<file path="config.mk">
export PLATFORM = sky130hd
export DESIGN_NAME = ihp_ctrl
export DESIGN_NICKNAME = d
export VERILOG_FILES = /design/src/rtl/core/ihp_pkg.sv /design/src/rtl/core/ihp_ctrl.sv
export SDC_FILE = /design/constraint.sdc
export NUM_CORES = 1
export LEC_CHECK = 0
export BUFFER_PORTS_ARGS = -buffer_cell sky130_fd_sc_hd__buf_4
export CORE_ASPECT_RATIO = 0.6
export CORE_UTILIZATION = 35
export CTS_CLUSTER_SIZE = 40
export DETAILED_ROUTE_END_ITERATION = 12
export PLACE_DENSITY = 0.52
export SYNTH_ARGS = -nofsm -noshare
export SYNTH_HDL_FRONTEND = slang
export SYNTH_SLANG_ARGS = --single-unit
</file>
<file path="constraint.sdc">
create_clock -name i_clk -period 1.7 [get_ports i_clk]
set_input_delay 0.17 -clock i_clk [delete_from_list [all_inputs] [get_ports i_clk]]
set_output_delay 0.17 -clock i_clk [all_outputs]
set_load 0.01 [all_outputs]
</file>
<file path="src/rtl/core/ihp_pkg.sv">
// ----------------------------------------------------------------------------
// ihp_pkg
// Shared types and constants for the indexed max-heap priority queue.
// ----------------------------------------------------------------------------
package ihp_pkg;

    localparam int HANDLE_W  = 10;
    localparam int HANDLES   = 1024;
    localparam int IN_COST_W = 32;
    localparam int KIND_W    = 3;
    localparam int STATUS_W  = 2;
    localparam int REM_W     = 11;

    typedef enum logic [KIND_W-1:0] {
        K_LOAD   = 3'd0,
        K_BUILD  = 3'd1,
        K_UPDATE = 3'd2,
        K_POP    = 3'd3,
        K_SETV   = 3'd4
    } t_kind;

    typedef enum logic [STATUS_W-1:0] {
        ST_DONE    = 2'd0,
        ST_NOVALID = 2'd1,
        ST_FULL    = 2'd2,
        ST_UNKNOWN = 2'd3
    } t_status;

    typedef enum logic [4:0] {
        S_IDLE,
        S_DISP,
        S_CK0,
        S_CK1,
        S_SU0,
        S_SU1,
        S_SU2,
        S_SD0,
        S_SD1,
        S_SD2,
        S_SD3,
        S_FIN,
        S_POPCHK,
        S_POP0,
        S_POP1,
        S_POP2,
        S_POP3,
        S_BLD0,
        S_BLD1,
        S_BLD2,
        S_DONE
    } t_state;

    typedef enum logic [4:0] {
        OP_NONE,
        OP_RD_SLOT,
        OP_CK_RD,
        OP_SET_FULL,
        OP_SET_UNK,
        OP_SET_NOVALID,
        OP_LOAD_NEW,
        OP_WR_VALID,
        OP_UPD_START,
        OP_SU_RD,
        OP_SU_RDC,
        OP_SU_MOVE,
        OP_SD_RD,
        OP_SD_RDL,
        OP_SD_RDR,
        OP_SD_MOVE,
        OP_FIN,
        OP_POP_RD0,
        OP_POP_RD1,
        OP_POP_RD2,
        OP_POP_SET,
        OP_POP_GOT,
        OP_BLD_INIT,
        OP_BLD_DEC,
        OP_BLD_RDC,
        OP_BLD_SET,
        OP_OUT
    } t_op;

    typedef struct packed {
        logic latch;
        t_op  op;
    } t_cmd;

    typedef struct packed {
        t_kind kind;
        logic  known;
        logic  s_zero;
        logic  full;
        logic  su_move;
        logic  par_zero;
        logic  moved;
        logic  no_child;
        logic  sd_move;
        logic  top_valid;
        logic  cnt_zero;
        logic  i_zero;
        logic  out_free;
    } t_stat;

endpackage

</file>
<file path="src/rtl/core/ihp_ctrl.sv">
// ----------------------------------------------------------------------------
// ihp_ctrl
// Sequencer for the heap: decodes each item and steps the datapath through
// handle checks, sift-up, sift-down, pop and build loops.
// ----------------------------------------------------------------------------
module ihp_ctrl (
    input  logic          i_clk,
    input  logic          i_rst_n,
    input  logic          i_valid,
    output logic          o_stall,
    input  ihp_pkg::t_stat i_st,
    output ihp_pkg::t_cmd  o_cmd
);

    ihp_pkg::t_state r_state;
    ihp_pkg::t_state n_state;

    always_ff @(posedge i_clk) begin
        if (!i_rst_n) begin
            r_state <= ihp_pkg::S_IDLE;
        end else begin
            r_state <= n_state;
        end
    end

    // next state
    always_comb begin
        n_state = r_state;
        unique case (r_state)
            ihp_pkg::S_IDLE: begin
                if (i_valid) n_state = ihp_pkg::S_DISP;
            end
            ihp_pkg::S_DISP: begin
                unique case (i_st.kind)
                    ihp_pkg::K_LOAD, ihp_pkg::K_UPDATE, ihp_pkg::K_SETV:
                        n_state = ihp_pkg::S_CK0;
                    ihp_pkg::K_BUILD: n_state = ihp_pkg::S_BLD0;
                    ihp_pkg::K_POP:   n_state = ihp_pkg::S_POP0;
                    default:          n_state = ihp_pkg::S_DONE;
                endcase
            end
            ihp_pkg::S_CK0: n_state = ihp_pkg::S_CK1;
            ihp_pkg::S_CK1: begin
                priority if (!i_st.known || i_st.kind == ihp_pkg::K_SETV)
                    n_state = ihp_pkg::S_DONE;
                else if (i_st.s_zero)
                    n_state = ihp_pkg::S_SD0;
                else
                    n_state = ihp_pkg::S_SU0;
            end
            ihp_pkg::S_SU0: n_state = ihp_pkg::S_SU1;
            ihp_pkg::S_SU1: n_state = ihp_pkg::S_SU2;
            ihp_pkg::S_SU2: begin
                priority if (i_st.su_move)
                    n_state = i_st.par_zero ? ihp_pkg::S_FIN : ihp_pkg::S_SU0;
                else if (i_st.moved)
                    n_state = ihp_pkg::S_FIN;
                else
                    n_state = ihp_pkg::S_SD0;
            end
            ihp_pkg::S_SD0: n_state = i_st.no_child ? ihp_pkg::S_FIN : ihp_pkg::S_SD1;
            ihp_pkg::S_SD1: n_state = ihp_pkg::S_SD2;
            ihp_pkg::S_SD2: n_state = ihp_pkg::S_SD3;
            ihp_pkg::S_SD3: n_state = i_st.sd_move ? ihp_pkg::S_SD0 : ihp_pkg::S_FIN;
            ihp_pkg::S_FIN: begin
                priority if (i_st.kind == ihp_pkg::K_POP)
                    n_state = ihp_pkg::S_POPCHK;
                else if (i_st.kind == ihp_pkg::K_BUILD)
                    n_state = ihp_pkg::S_BLD0;
                else
                    n_state = ihp_pkg::S_DONE;
            end
            ihp_pkg::S_POPCHK: n_state = i_st.top_valid ? ihp_pkg::S_DONE : ihp_pkg::S_POP0;
            ihp_pkg::S_POP0:   n_state = i_st.cnt_zero ? ihp_pkg::S_DONE : ihp_pkg::S_POP1;
            ihp_pkg::S_POP1:   n_state = ihp_pkg::S_POP2;
            ihp_pkg::S_POP2:   n_state = ihp_pkg::S_POP3;
            ihp_pkg::S_POP3:   n_state = ihp_pkg::S_SD0;
            ihp_pkg::S_BLD0:   n_state = i_st.i_zero ? ihp_pkg::S_DONE : ihp_pkg::S_BLD1;
            ihp_pkg::S_BLD1:   n_state = ihp_pkg::S_BLD2;
            ihp_pkg::S_BLD2:   n_state = ihp_pkg::S_SD0;
            ihp_pkg::S_DONE: begin
                if (i_st.out_free) n_state = ihp_pkg::S_IDLE;
            end
            default: n_state = ihp_pkg::S_IDLE;
        endcase
    end

    // outputs
    always_comb begin
        o_cmd.latch = 1'b0;
        o_cmd.op    = ihp_pkg::OP_NONE;
        unique case (r_state)
            ihp_pkg::S_IDLE: o_cmd.latch = i_valid;
            ihp_pkg::S_DISP: begin
                unique case (i_st.kind)
                    ihp_pkg::K_LOAD, ihp_pkg::K_UPDATE, ihp_pkg::K_SETV:
                        o_cmd.op = ihp_pkg::OP_RD_SLOT;
                    ihp_pkg::K_BUILD: o_cmd.op = ihp_pkg::OP_BLD_INIT;
                    default:          o_cmd.op = ihp_pkg::OP_NONE;
                endcase
            end
            ihp_pkg::S_CK0: o_cmd.op = ihp_pkg::OP_CK_RD;
            ihp_pkg::S_CK1: begin
                priority if (!i_st.known) begin
                    if (i_st.kind != ihp_pkg::K_LOAD)
                        o_cmd.op = ihp_pkg::OP_SET_UNK;
                    else if (i_st.full)
                        o_cmd.op = ihp_pkg::OP_SET_FULL;
                    else
                        o_cmd.op = ihp_pkg::OP_LOAD_NEW;
                end else if (i_st.kind == ihp_pkg::K_SETV) begin
                    o_cmd.op = ihp_pkg::OP_WR_VALID;
                end else begin
                    o_cmd.op = ihp_pkg::OP_UPD_START;
                end
            end
            ihp_pkg::S_SU0: o_cmd.op = ihp_pkg::OP_SU_RD;
            ihp_pkg::S_SU1: o_cmd.op = ihp_pkg::OP_SU_RDC;
            ihp_pkg::S_SU2: o_cmd.op = i_st.su_move ? ihp_pkg::OP_SU_MOVE : ihp_pkg::OP_NONE;
            ihp_pkg::S_SD0: o_cmd.op = ihp_pkg::OP_SD_RD;
            ihp_pkg::S_SD1: o_cmd.op = ihp_pkg::OP_SD_RDL;
            ihp_pkg::S_SD2: o_cmd.op = ihp_pkg::OP_SD_RDR;
            ihp_pkg::S_SD3: o_cmd.op = i_st.sd_move ? ihp_pkg::OP_SD_MOVE : ihp_pkg::OP_NONE;
            ihp_pkg::S_FIN: o_cmd.op = ihp_pkg::OP_FIN;
            ihp_pkg::S_POPCHK:
                o_cmd.op = i_st.top_valid ? ihp_pkg::OP_POP_GOT : ihp_pkg::OP_NONE;
            ihp_pkg::S_POP0:
                o_cmd.op = i_st.cnt_zero ? ihp_pkg::OP_SET_NOVALID : ihp_pkg::OP_POP_RD0;
            ihp_pkg::S_POP1: o_cmd.op = ihp_pkg::OP_POP_RD1;
            ihp_pkg::S_POP2: o_cmd.op = ihp_pkg::OP_POP_RD2;
            ihp_pkg::S_POP3: o_cmd.op = ihp_pkg::OP_POP_SET;
            ihp_pkg::S_BLD0: o_cmd.op = i_st.i_zero ? ihp_pkg::OP_NONE : ihp_pkg::OP_BLD_DEC;
            ihp_pkg::S_BLD1: o_cmd.op = ihp_pkg::OP_BLD_RDC;
            ihp_pkg::S_BLD2: o_cmd.op = ihp_pkg::OP_BLD_SET;
            ihp_pkg::S_DONE: o_cmd.op = i_st.out_free ? ihp_pkg::OP_OUT : ihp_pkg::OP_NONE;
            default: o_cmd.op = ihp_pkg::OP_NONE;
        endcase
    end

    assign o_stall = (r_state != ihp_pkg::S_IDLE);

endmodule

</file>
# Word-level counts from Yosys, hierarchy flattened
# Index checks and enable logic that the tools add are counted.
# totals
wordCells,65
output_inout_bits,7
latch_bits,0
ramBits,0
input_bits,18
mem_bits_ro,0
n_memories,0
ff_bits,5
# classes
eq_ne,26
n_div,0
multipliers,0
magnitude_cmp,0
muxes,29
bitwise,0
shift,0
n_addsub,0
reduce_logical,9
# ops
operator,count
$pmux 5 s20,2
$mux 5,11
$eq 5x4->1 const B,8
$mux 4,7
$eq 5x5->1 const B,5
$eq 5x3->1 const B,4
$pmux 5 s3,1
$mux 3,4
$eq 5x2->1 const B,2
$pmux 5 s2,1
$eq 3x2->1 const B,2
$eq 5x1->1 const B,1
$logic_not 5->1,1
$reduce_bool 5->1,1
$mux 2,2
$ne 2x2->1 const B,2
$eq 3x1->1 const B,1
$eq 3x3->1 const B,1
$logic_not 3->1,1
$reduce_bool 3->1,1
$reduce_or 3->1,1
$reduce_and 2->1,1
$reduce_or 2->1,1
$logic_not 1->1,1
other kinds (2),2

# Longest topological paths before layout
# Gate-level depths: netlist of the first run.
# depth
ltp_word,4
ltp_mapped,6
depth_no_buf,4

# Worst setup path before layout of the first run
# No wires, ideal clock.
# synth_path
path_type,register to output
start,reg r_state[3]
end,out o_cmd[2] (netlist name)
t_arrival_ns,1.391
path_buffers,2
path_slack_ns,0.139
path_stages_with_launch,6
required_ns,1.530
cell_sequence,dfxtp_1 > buf_2 > nor2b_1 > buf_4 > o211a_1 > or4_1
# synth_lines
item,line,source
start: declaration,ihp_ctrl.sv:15,ihp_pkg::t_state r_state;
start signal: assignment,ihp_ctrl.sv:20,r_state <= ihp_pkg::S_IDLE;
start signal: assignment,ihp_ctrl.sv:22,r_state <= n_state;
end: declaration,ihp_ctrl.sv:12,output ihp_pkg::t_cmd o_cmd

==> results of run 1 <==
==> logic make-up (layout without fill, tap and decap cells) <==
| group | Yosys count | count (layout) | synth area share [%] |
|---|---|---|---|
| flops | 5 | 5 | 8.40 |
| compound gates | 57 | 57 | 37.8 |
| mux | 2 | 2 | 1.79 |
| simple gates | 71 | 71 | 36.8 |
| buf+inv | 22 | 81 | 13.0 |
| xor+xnor | 3 | 3 | 2.21 |
==> metal layers <==
layer	share of wire, %	GRT usage, %	wire length, µm
met2	44	40.5	1980
met4	0.089	6.42	4
met3	12	6.21	550
met5	0	0	0
met1	44	33.1	1980
==> metrics by stage <==
stage	instance area (µm²)	hold WS, ps	setup slack [ps]	TNS, ps
floorplan	1190	287	139	0
global route	1810	219	-218	-909
detailed placement	1600	441	-133	-224
global placement	1600	442	-95.2	-282
CTS	1720	210	-163	-663
finish	1810	213	-176	-642
==> power groups by stage <==
| stage | clock network [mW] | registers, mW | logic (mW) |
|---|---|---|---|
| after global placement | 0 | 0.211 | 1.41 |
| after CTS | 0.222 | 0.228 | 1.49 |
| after detailed placement | 0 | 0.210 | 1.40 |
| after floorplan | 0 | 0.185 | 0.850 |
| after global routing | 0.227 | 0.238 | 1.76 |
| final | 0.215 | 0.235 | 1.63 |
==> layout by cell type, fill, tap and decap left out, types with 5 or more instances in the layout <==
| cell | instances |
|---|---|
| nand2_1 | 13 |
| o21ai_0 | 5 |
| buf_6 | 6 |
| nor2_1 | 8 |
| nor2b_1 | 5 |
| a21oi_1 | 10 |
| nand4_1 | 5 |
| buf_4 | 65 |
==> what timing repair did <==
item	4_1_cts	5_1_grt
gates resized for setup	19	15
pin swaps	4	6
endpoints found under the setup margin	8	5
gates cloned	0	0
buffers inserted	4	3
==> worst paths after layout <==
| kind | to | slack (ps) | from |
|---|---|---|---|
| max | o_cmd[1] | -180 | r_state[3] |
| min | r_state[3] | 210 | i_rst_n |
| max reg2reg | r_state[0] | 40 | r_state[4] |
| min reg2reg | r_state[3] | 780 | r_state[4] |
==> final cells by class <==
class / instances / share of cell area [%]
Multi-Input combinational cell: 133 / 55.5
Timing Repair Buffer: 72 / 31.6
Sequential cell: 5 / 6.30
Tap cell: 42 / 2.91
Clock buffer: 4 / 2.49
Inverter: 5 / 1.18
==> metrics.txt, run 1 <==
# TYPE chip_impl_metric gauge
chip_impl_metric{name="ios",unit=""} 25
chip_impl_metric{name="report.power.total",unit="mW"} 2.08
chip_impl_metric{name="worst_skew_late_latency",unit="ps"} 220
chip_impl_info{name="crit_family",value="compound AO/OA/AOI/OAI gates"} 1
chip_impl_metric{name="drc",unit=""} 0
chip_impl_metric{name="ant_nets",unit=""} 0
chip_impl_metric{name="timing.critical_path.required",unit="ps"} 1530
chip_impl_metric{name="critical_path_cell_count",unit=""} 7
chip_impl_metric{name="chipWidth",unit="µm"} 77.3
chip_impl_info{name="path_cells",value="buf_6 -> buf_4 -> xnor2_2 -> a32oi_1 -> o311a_1 -> nand3b_1 -> buf_4"} 1
chip_impl_metric{name="footprint_of_the_multi_input_gates",unit="µm²"} 1000
chip_impl_metric{name="finalNetCount",unit=""} 238
chip_impl_metric{name="final_critical_path_setup_slack",unit="ps"} -176
chip_impl_metric{name="switching_share",unit="%"} 44.0
chip_impl_metric{name="core.rowCount",unit=""} 15
chip_impl_metric{name="p_comb_share",unit="%"} 78.4
chip_impl_metric{name="gp_congestion",unit=""} 0.916
chip_impl_metric{name="critical_path_peak_fanout",unit=""} 7
chip_impl_metric{name="cts_hold_repair.buffers",unit=""} 0
chip_impl_metric{name="grt_overflow",unit=""} 0
chip_impl_metric{name="cp_slowest_stage_delay",unit="ps"} 360
chip_impl_info{name="cts_tree",value="built"} 1
chip_impl_metric{name="clkTransAtPathRegs",unit="ps"} 40
chip_impl_metric{name="maxCapViolations",unit=""} 0
chip_impl_metric{name="maxSlewHeadroom",unit="%"} 76.9
chip_impl_info{name="hold_class",value="in -> reg"} 1
chip_impl_metric{name="die_height",unit="µm"} 47.2
chip_impl_metric{name="port_buffers",unit=""} 24
chip_impl_info{name="synth_top_cells_by_area",value="dfxtp_1, buf_6, a21oi_1"} 1
chip_impl_metric{name="largest_register_ff_count",unit=""} 5
chip_impl_metric{name="vias",unit=""} 1562
chip_impl_info{name="largest_regs",value="r_state: 5 flops"} 1
chip_impl_metric{name="drt-pass1-iter-count",unit=""} 5
chip_impl_metric{name="floorplan.initialDensity",unit="%"} 39.2
chip_impl_metric{name="place.detailed.hpwl",unit="µm"} 3430
chip_impl_metric{name="seq_area",unit="µm²"} 114
chip_impl_metric{name="grt_antenna_before_repair",unit=""} 0
chip_impl_metric{name="power_report.internal_total",unit="mW"} 1.17
chip_impl_metric{name="detail_route.wl_per_cell",unit="µm"} 17.3
chip_impl_metric{name="worstPathArrival",unit="ps"} 1710
chip_impl_info{name="worst_path_most_repeated_cell",value="buf_4"} 1
chip_impl_metric{name="netlist_instances",unit=""} 160
chip_impl_metric{name="power.clock.fraction",unit="%"} 10.3
chip_impl_metric{name="antenna-diode-count",unit=""} 0
chip_impl_metric{name="yosys.area.top_type_share",unit="%"} 8.40
chip_impl_metric{name="first_global_vias",unit=""} 1427
chip_impl_metric{name="final-max-slew-violation-count",unit=""} 0
chip_impl_info{name="critPathSlowestCell",value="dfxtp_4"} 1
chip_impl_metric{name="total_switching_power",unit="mW"} 0.917
chip_impl_info{name="result_of_the_run",value="finished, violations left"} 1
chip_impl_metric{name="postSynthRegisterBits",unit=""} 5
chip_impl_info{name="crit_path_end_kind",value="primary output"} 1
chip_impl_info{name="timing_worst_setup_path_type",value="reg -> out"} 1
chip_impl_metric{name="postLayoutCoreUtil",unit="%"} 59.4
chip_impl_metric{name="number_of_enable_type_register_cells_in_the_synthesized_netlist",unit=""} 0
chip_impl_metric{name="ctsHtreeMaxLevel",unit=""} 1
chip_impl_metric{name="synthesis.area",unit="µm²"} 1190
chip_impl_metric{name="power.static_leakage",unit="nW"} 0.764
chip_impl_metric{name="power_density",unit="nW/µm²"} 1150
chip_impl_info{name="ys_top_cells_by_count",value="nand2_1, a21oi_1, nor2_1"} 1
chip_impl_metric{name="tightest_slew",unit="ps"} 346
chip_impl_info{name="synth_largest_area_cell",value="dfxtp_1"} 1
chip_impl_metric{name="final_cells",unit=""} 261
chip_impl_metric{name="flow.area_growth_from_synthesis",unit="%"} 51.7
chip_impl_metric{name="yosysSeqAreaShare",unit="%"} 8.40
chip_impl_metric{name="grt_first_pass_wirelength",unit="µm"} 6820
chip_impl_info{name="violations",value="negative setup slack"} 1
chip_impl_info{name="dominantRegCellSynth",value="dfxtp_1"} 1
chip_impl_info{name="unrepaired_setup_endpoints_after_global_routing",value="yes"} 1
chip_impl_metric{name="worst_case_clock_skew",unit="ps"} 2.53
chip_impl_info{name="registers.top_by_ff_count",value="r_state"} 1
chip_impl_metric{name="globalRouteTotalUtil",unit="%"} 24.7
chip_impl_metric{name="timing_hold_violations_final",unit=""} 0
chip_impl_info{name="clock_root_buffer",value="clkbuf_8"} 1
chip_impl_metric{name="max_clock_freq",unit="MHz"} 533
chip_impl_metric{name="fillers",unit=""} 299
chip_impl_metric{name="reg2regPathDepth",unit=""} 6
chip_impl_metric{name="grt_start_max_net_pins",unit=""} 13
chip_impl_metric{name="clockBufferDepth",unit=""} 2
chip_impl_metric{name="final_layout_size_suffix_gt1_share",unit="%"} 46.6
chip_impl_metric{name="routed_via_density",unit=""} 5.98
chip_impl_metric{name="yosys_warnings",unit=""} 0
chip_impl_metric{name="detail_route.wirelength",unit="µm"} 4510
chip_impl_metric{name="avgSynthCellArea",unit="µm²"} 7.44
chip_impl_metric{name="postSynthNetCount",unit=""} 178
chip_impl_metric{name="final_period_minus_worst_setup_slack",unit="ps"} 1880
chip_impl_metric{name="die_area",unit="µm²"} 3650
chip_impl_metric{name="floorplan.core_area",unit="µm²"} 3040
chip_impl_metric{name="distinct_cell_type_count_after_synthesis",unit=""} 63
chip_impl_metric{name="final-setup-viol-count",unit=""} 5
chip_impl_metric{name="numClockSinks",unit=""} 5
chip_impl_info{name="synth.most_common_cell",value="nand2_1"} 1
chip_impl_metric{name="timing.critical_path.buf_inv",unit=""} 3
chip_impl_metric{name="postSynth.asyncResetShare",unit="%"} 0
chip_impl_metric{name="first_iter_violations",unit=""} 139
chip_impl_info{name="setup.worst_path.start_class",value="register"} 1
chip_impl_metric{name="cts_inserted_buffers",unit=""} 3
chip_impl_metric{name="hold-path-cell-count",unit=""} 2
chip_impl_metric{name="numPlacedInstances",unit=""} 250
chip_impl_metric{name="power_frac_seq",unit="%"} 11.3
chip_impl_metric{name="vdd.ir_drop.worst",unit="µV"} 634
chip_impl_metric{name="timing.final.crit_share",unit="%"} 110
Power figures use the tool's default switching activity.
==> run 2: changes to the inputs <==
--- a/config.mk
+++ b/config.mk
@@ -10,7 +10,6 @@
 export CORE_UTILIZATION = 35
 export CTS_CLUSTER_SIZE = 40
 export DETAILED_ROUTE_END_ITERATION = 12
-export PLACE_DENSITY = 0.52
 export SYNTH_ARGS = -nofsm -noshare
 export SYNTH_HDL_FRONTEND = slang
 export SYNTH_SLANG_ARGS = --single-unit
==> run 2 against run 1 <==
Net effect: the run still ends with negative setup slack left; clock power about the same; die area is the same; sequential cell count stayed put; sequential power grew 3%; critical path depth decreased by 1; clock-buffer cell count stayed put; sequential share of layout area about the same; worst setup slack got worse by 11 ps; combinational power increased by 9%; critical path type unchanged; largest cell class unchanged.
==> metrics.txt, run 2 (same netlist as run 1, synthesis figures left out) <==
# TYPE chip_impl_metric gauge
chip_impl_metric{name="critical_path_peak_fanout",unit=""} 6
chip_impl_metric{name="final.setup.tns",unit="ps"} -733
chip_impl_info{name="crit_family",value="simple AND/OR/NAND/NOR gates"} 1
chip_impl_metric{name="chipWidth",unit="µm"} 77.3
chip_impl_info{name="largest_regs",value="r_state: 5 flops"} 1
chip_impl_metric{name="largest_register_ff_count",unit=""} 5
chip_impl_metric{name="routed_via_density",unit=""} 6.23
chip_impl_info{name="registers.top_by_ff_count",value="r_state"} 1
chip_impl_metric{name="grtUsageMet1",unit="%"} 38.3
chip_impl_metric{name="dp_worst_setup_slack",unit="ps"} -84.7
chip_impl_metric{name="grt_start_max_net_pins",unit=""} 16
chip_impl_metric{name="final_layout_size_suffix_gt1_share",unit="%"} 50.7
chip_impl_metric{name="final_design_area_no_fill",unit="µm²"} 1880
chip_impl_metric{name="power.static_leakage",unit="nW"} 0.773
chip_impl_info{name="cts_tree",value="built"} 1
chip_impl_metric{name="final-setup-viol-count",unit=""} 5
chip_impl_metric{name="detail_route.wirelength",unit="µm"} 4970
chip_impl_metric{name="die_area",unit="µm²"} 3650
chip_impl_metric{name="floorplan.initialDensity",unit="%"} 39.2
chip_impl_metric{name="postLayoutCoreUtil",unit="%"} 61.9
chip_impl_metric{name="final_period_minus_worst_setup_slack",unit="ps"} 1890
chip_impl_info{name="violations",value="negative setup slack"} 1
chip_impl_metric{name="drt-pass1-iter-count",unit=""} 4
chip_impl_info{name="result_of_the_run",value="finished, violations left"} 1
chip_impl_info{name="mostFrequentLayoutCells",value="buf_4, buf_6, nand2_1, a21oi_1, nor2_1"} 1
chip_impl_info{name="crit_path_end_kind",value="primary output"} 1
chip_impl_metric{name="cts_inserted_buffers",unit=""} 3
chip_impl_metric{name="flow.area_growth_from_synthesis",unit="%"} 57.9
chip_impl_metric{name="global_routing_met3_resource_utilization",unit="%"} 5.24
chip_impl_metric{name="antenna-diode-count",unit=""} 0
chip_impl_metric{name="fillers",unit=""} 283
chip_impl_metric{name="floorplan.core_area",unit="µm²"} 3040
chip_impl_metric{name="timing.final.crit_share",unit="%"} 111
chip_impl_metric{name="dp_area",unit="µm²"} 1540
chip_impl_metric{name="finalNetCount",unit=""} 234
chip_impl_info{name="unrepaired_setup_endpoints_after_global_routing",value="yes"} 1
chip_impl_info{name="hold_class",value="in -> reg"} 1
chip_impl_metric{name="numPlacedInstances",unit=""} 243
chip_impl_metric{name="vias",unit=""} 1600
chip_impl_metric{name="final-max-slew-violation-count",unit=""} 0
chip_impl_metric{name="fraction_of_met2_tracks_used_by_global_routing",unit="%"} 45.8
chip_impl_metric{name="ios",unit=""} 25
chip_impl_metric{name="ctsHtreeMaxLevel",unit=""} 1
chip_impl_metric{name="first_iter_violations",unit=""} 143
chip_impl_metric{name="report.power.total",unit="mW"} 2.22
chip_impl_metric{name="final_critical_path_setup_slack",unit="ps"} -187
chip_impl_metric{name="maxSlewHeadroom",unit="%"} 78.8
chip_impl_metric{name="place.detailed.hpwl",unit="µm"} 3530
chip_impl_metric{name="numClockSinks",unit=""} 5
chip_impl_info{name="grt_most_used_layer",value="met2"} 1
chip_impl_metric{name="detail_route.wl_per_cell",unit="µm"} 19.3
chip_impl_metric{name="timing.critical_path.required",unit="ps"} 1530
chip_impl_info{name="clock_root_buffer",value="clkbuf_8"} 1
chip_impl_metric{name="clockBufferDepth",unit=""} 2
chip_impl_info{name="path_cells",value="buf_6 -> buf_6 -> nand3_2 -> o211a_1 -> or4_4 -> buf_6"} 1
chip_impl_metric{name="worstPathArrival",unit="ps"} 1720
chip_impl_metric{name="globalRouteTotalUtil",unit="%"} 28.0
chip_impl_metric{name="gp_congestion",unit=""} 0.948
chip_impl_metric{name="vdd.ir_drop.worst",unit="µV"} 745
chip_impl_metric{name="die_height",unit="µm"} 47.2
chip_impl_info{name="critPathSlowestCell",value="or4_4"} 1
chip_impl_metric{name="cts_hold_repair.buffers",unit=""} 0
chip_impl_metric{name="power_density",unit="nW/µm²"} 1180
chip_impl_metric{name="worst_skew_late_latency",unit="ps"} 220
chip_impl_metric{name="timing_hold_violations_final",unit=""} 0
chip_impl_metric{name="final_cells",unit=""} 257
chip_impl_metric{name="port_buffers",unit=""} 24
chip_impl_metric{name="grt_antenna_before_repair",unit=""} 0
chip_impl_info{name="worst_path_most_repeated_cell",value="buf_6"} 1
chip_impl_metric{name="clkTransAtPathRegs",unit="ps"} 30
chip_impl_metric{name="cp_slowest_stage_delay",unit="ps"} 500
chip_impl_metric{name="max_clock_freq",unit="MHz"} 530
chip_impl_metric{name="drc",unit=""} 0
chip_impl_metric{name="whs",unit="ps"} 217
chip_impl_metric{name="maxCapViolations",unit=""} 0
chip_impl_metric{name="timing.critical_path.buf_inv",unit=""} 3
chip_impl_metric{name="tightest_slew",unit="ps"} 315
chip_impl_info{name="setup.worst_path.start_class",value="register"} 1
chip_impl_metric{name="grt_overflow",unit=""} 0
chip_impl_metric{name="core.rowCount",unit=""} 15
chip_impl_metric{name="grt_first_pass_wirelength",unit="µm"} 7500
chip_impl_info{name="timing_worst_setup_path_type",value="reg -> out"} 1
chip_impl_metric{name="ant_nets",unit=""} 0
chip_impl_metric{name="worst_case_clock_skew",unit="ps"} 0.468
chip_impl_metric{name="first_global_vias",unit=""} 1443
chip_impl_info{name="layout.cells.most_common",value="buf_4"} 1
==> run 2: cell types whose count changed in the layout (fill, tap and decap cells not counted), sizes merged <==
cell	delta
bufbuf	+1
clkbuf	+1
buf	-6
==> run 2: routing by layer <==
metal	wire [µm]	share of wire [%]
met1	2190	44
met2	2110	42
met3	589	12
met4	80	1.6
met5	0	0
==> run 2: what timing repair did <==
action                     CTS  global route
buffers inserted             6             2
hold endpoints to repair     0             0
pin swaps                    8             7
setup endpoints to repair    7             9
resized for setup           39            18
cloned                       1             2
==> run 2: path summary, 6_finish.rpt <==
kind	end	cells after the start	slack, ps	from
max reg2reg	r_state[0]	6	20	r_state[0]
max	o_cmd[4]	6	-190	r_state[0]
min	r_state[3]	2	220	i_rst_n
min reg2reg	r_state[3]	3	790	r_state[4]
==> run 2: final cells by class <==
| type | count | area [µm²] | area share [%] |
|---|---|---|---|
| repair buffers | 68 | 617 | 32.8 |
| inverters | 5 | 18.8 | 0.998 |
| multi-input cells | 133 | 1030 | 54.7 |
| clock buffers | 4 | 45.0 | 2.40 |
| flip-flops and latches | 5 | 119 | 6.32 |
| well taps | 42 | 52.6 | 2.79 |
==> run 2: where the power goes <==
part	internal, mW	switching [mW]	total, mW
logic	0.917	0.849	1.77
registers	0.166	0.0751	0.241
clock network	0.161	0.0553	0.216
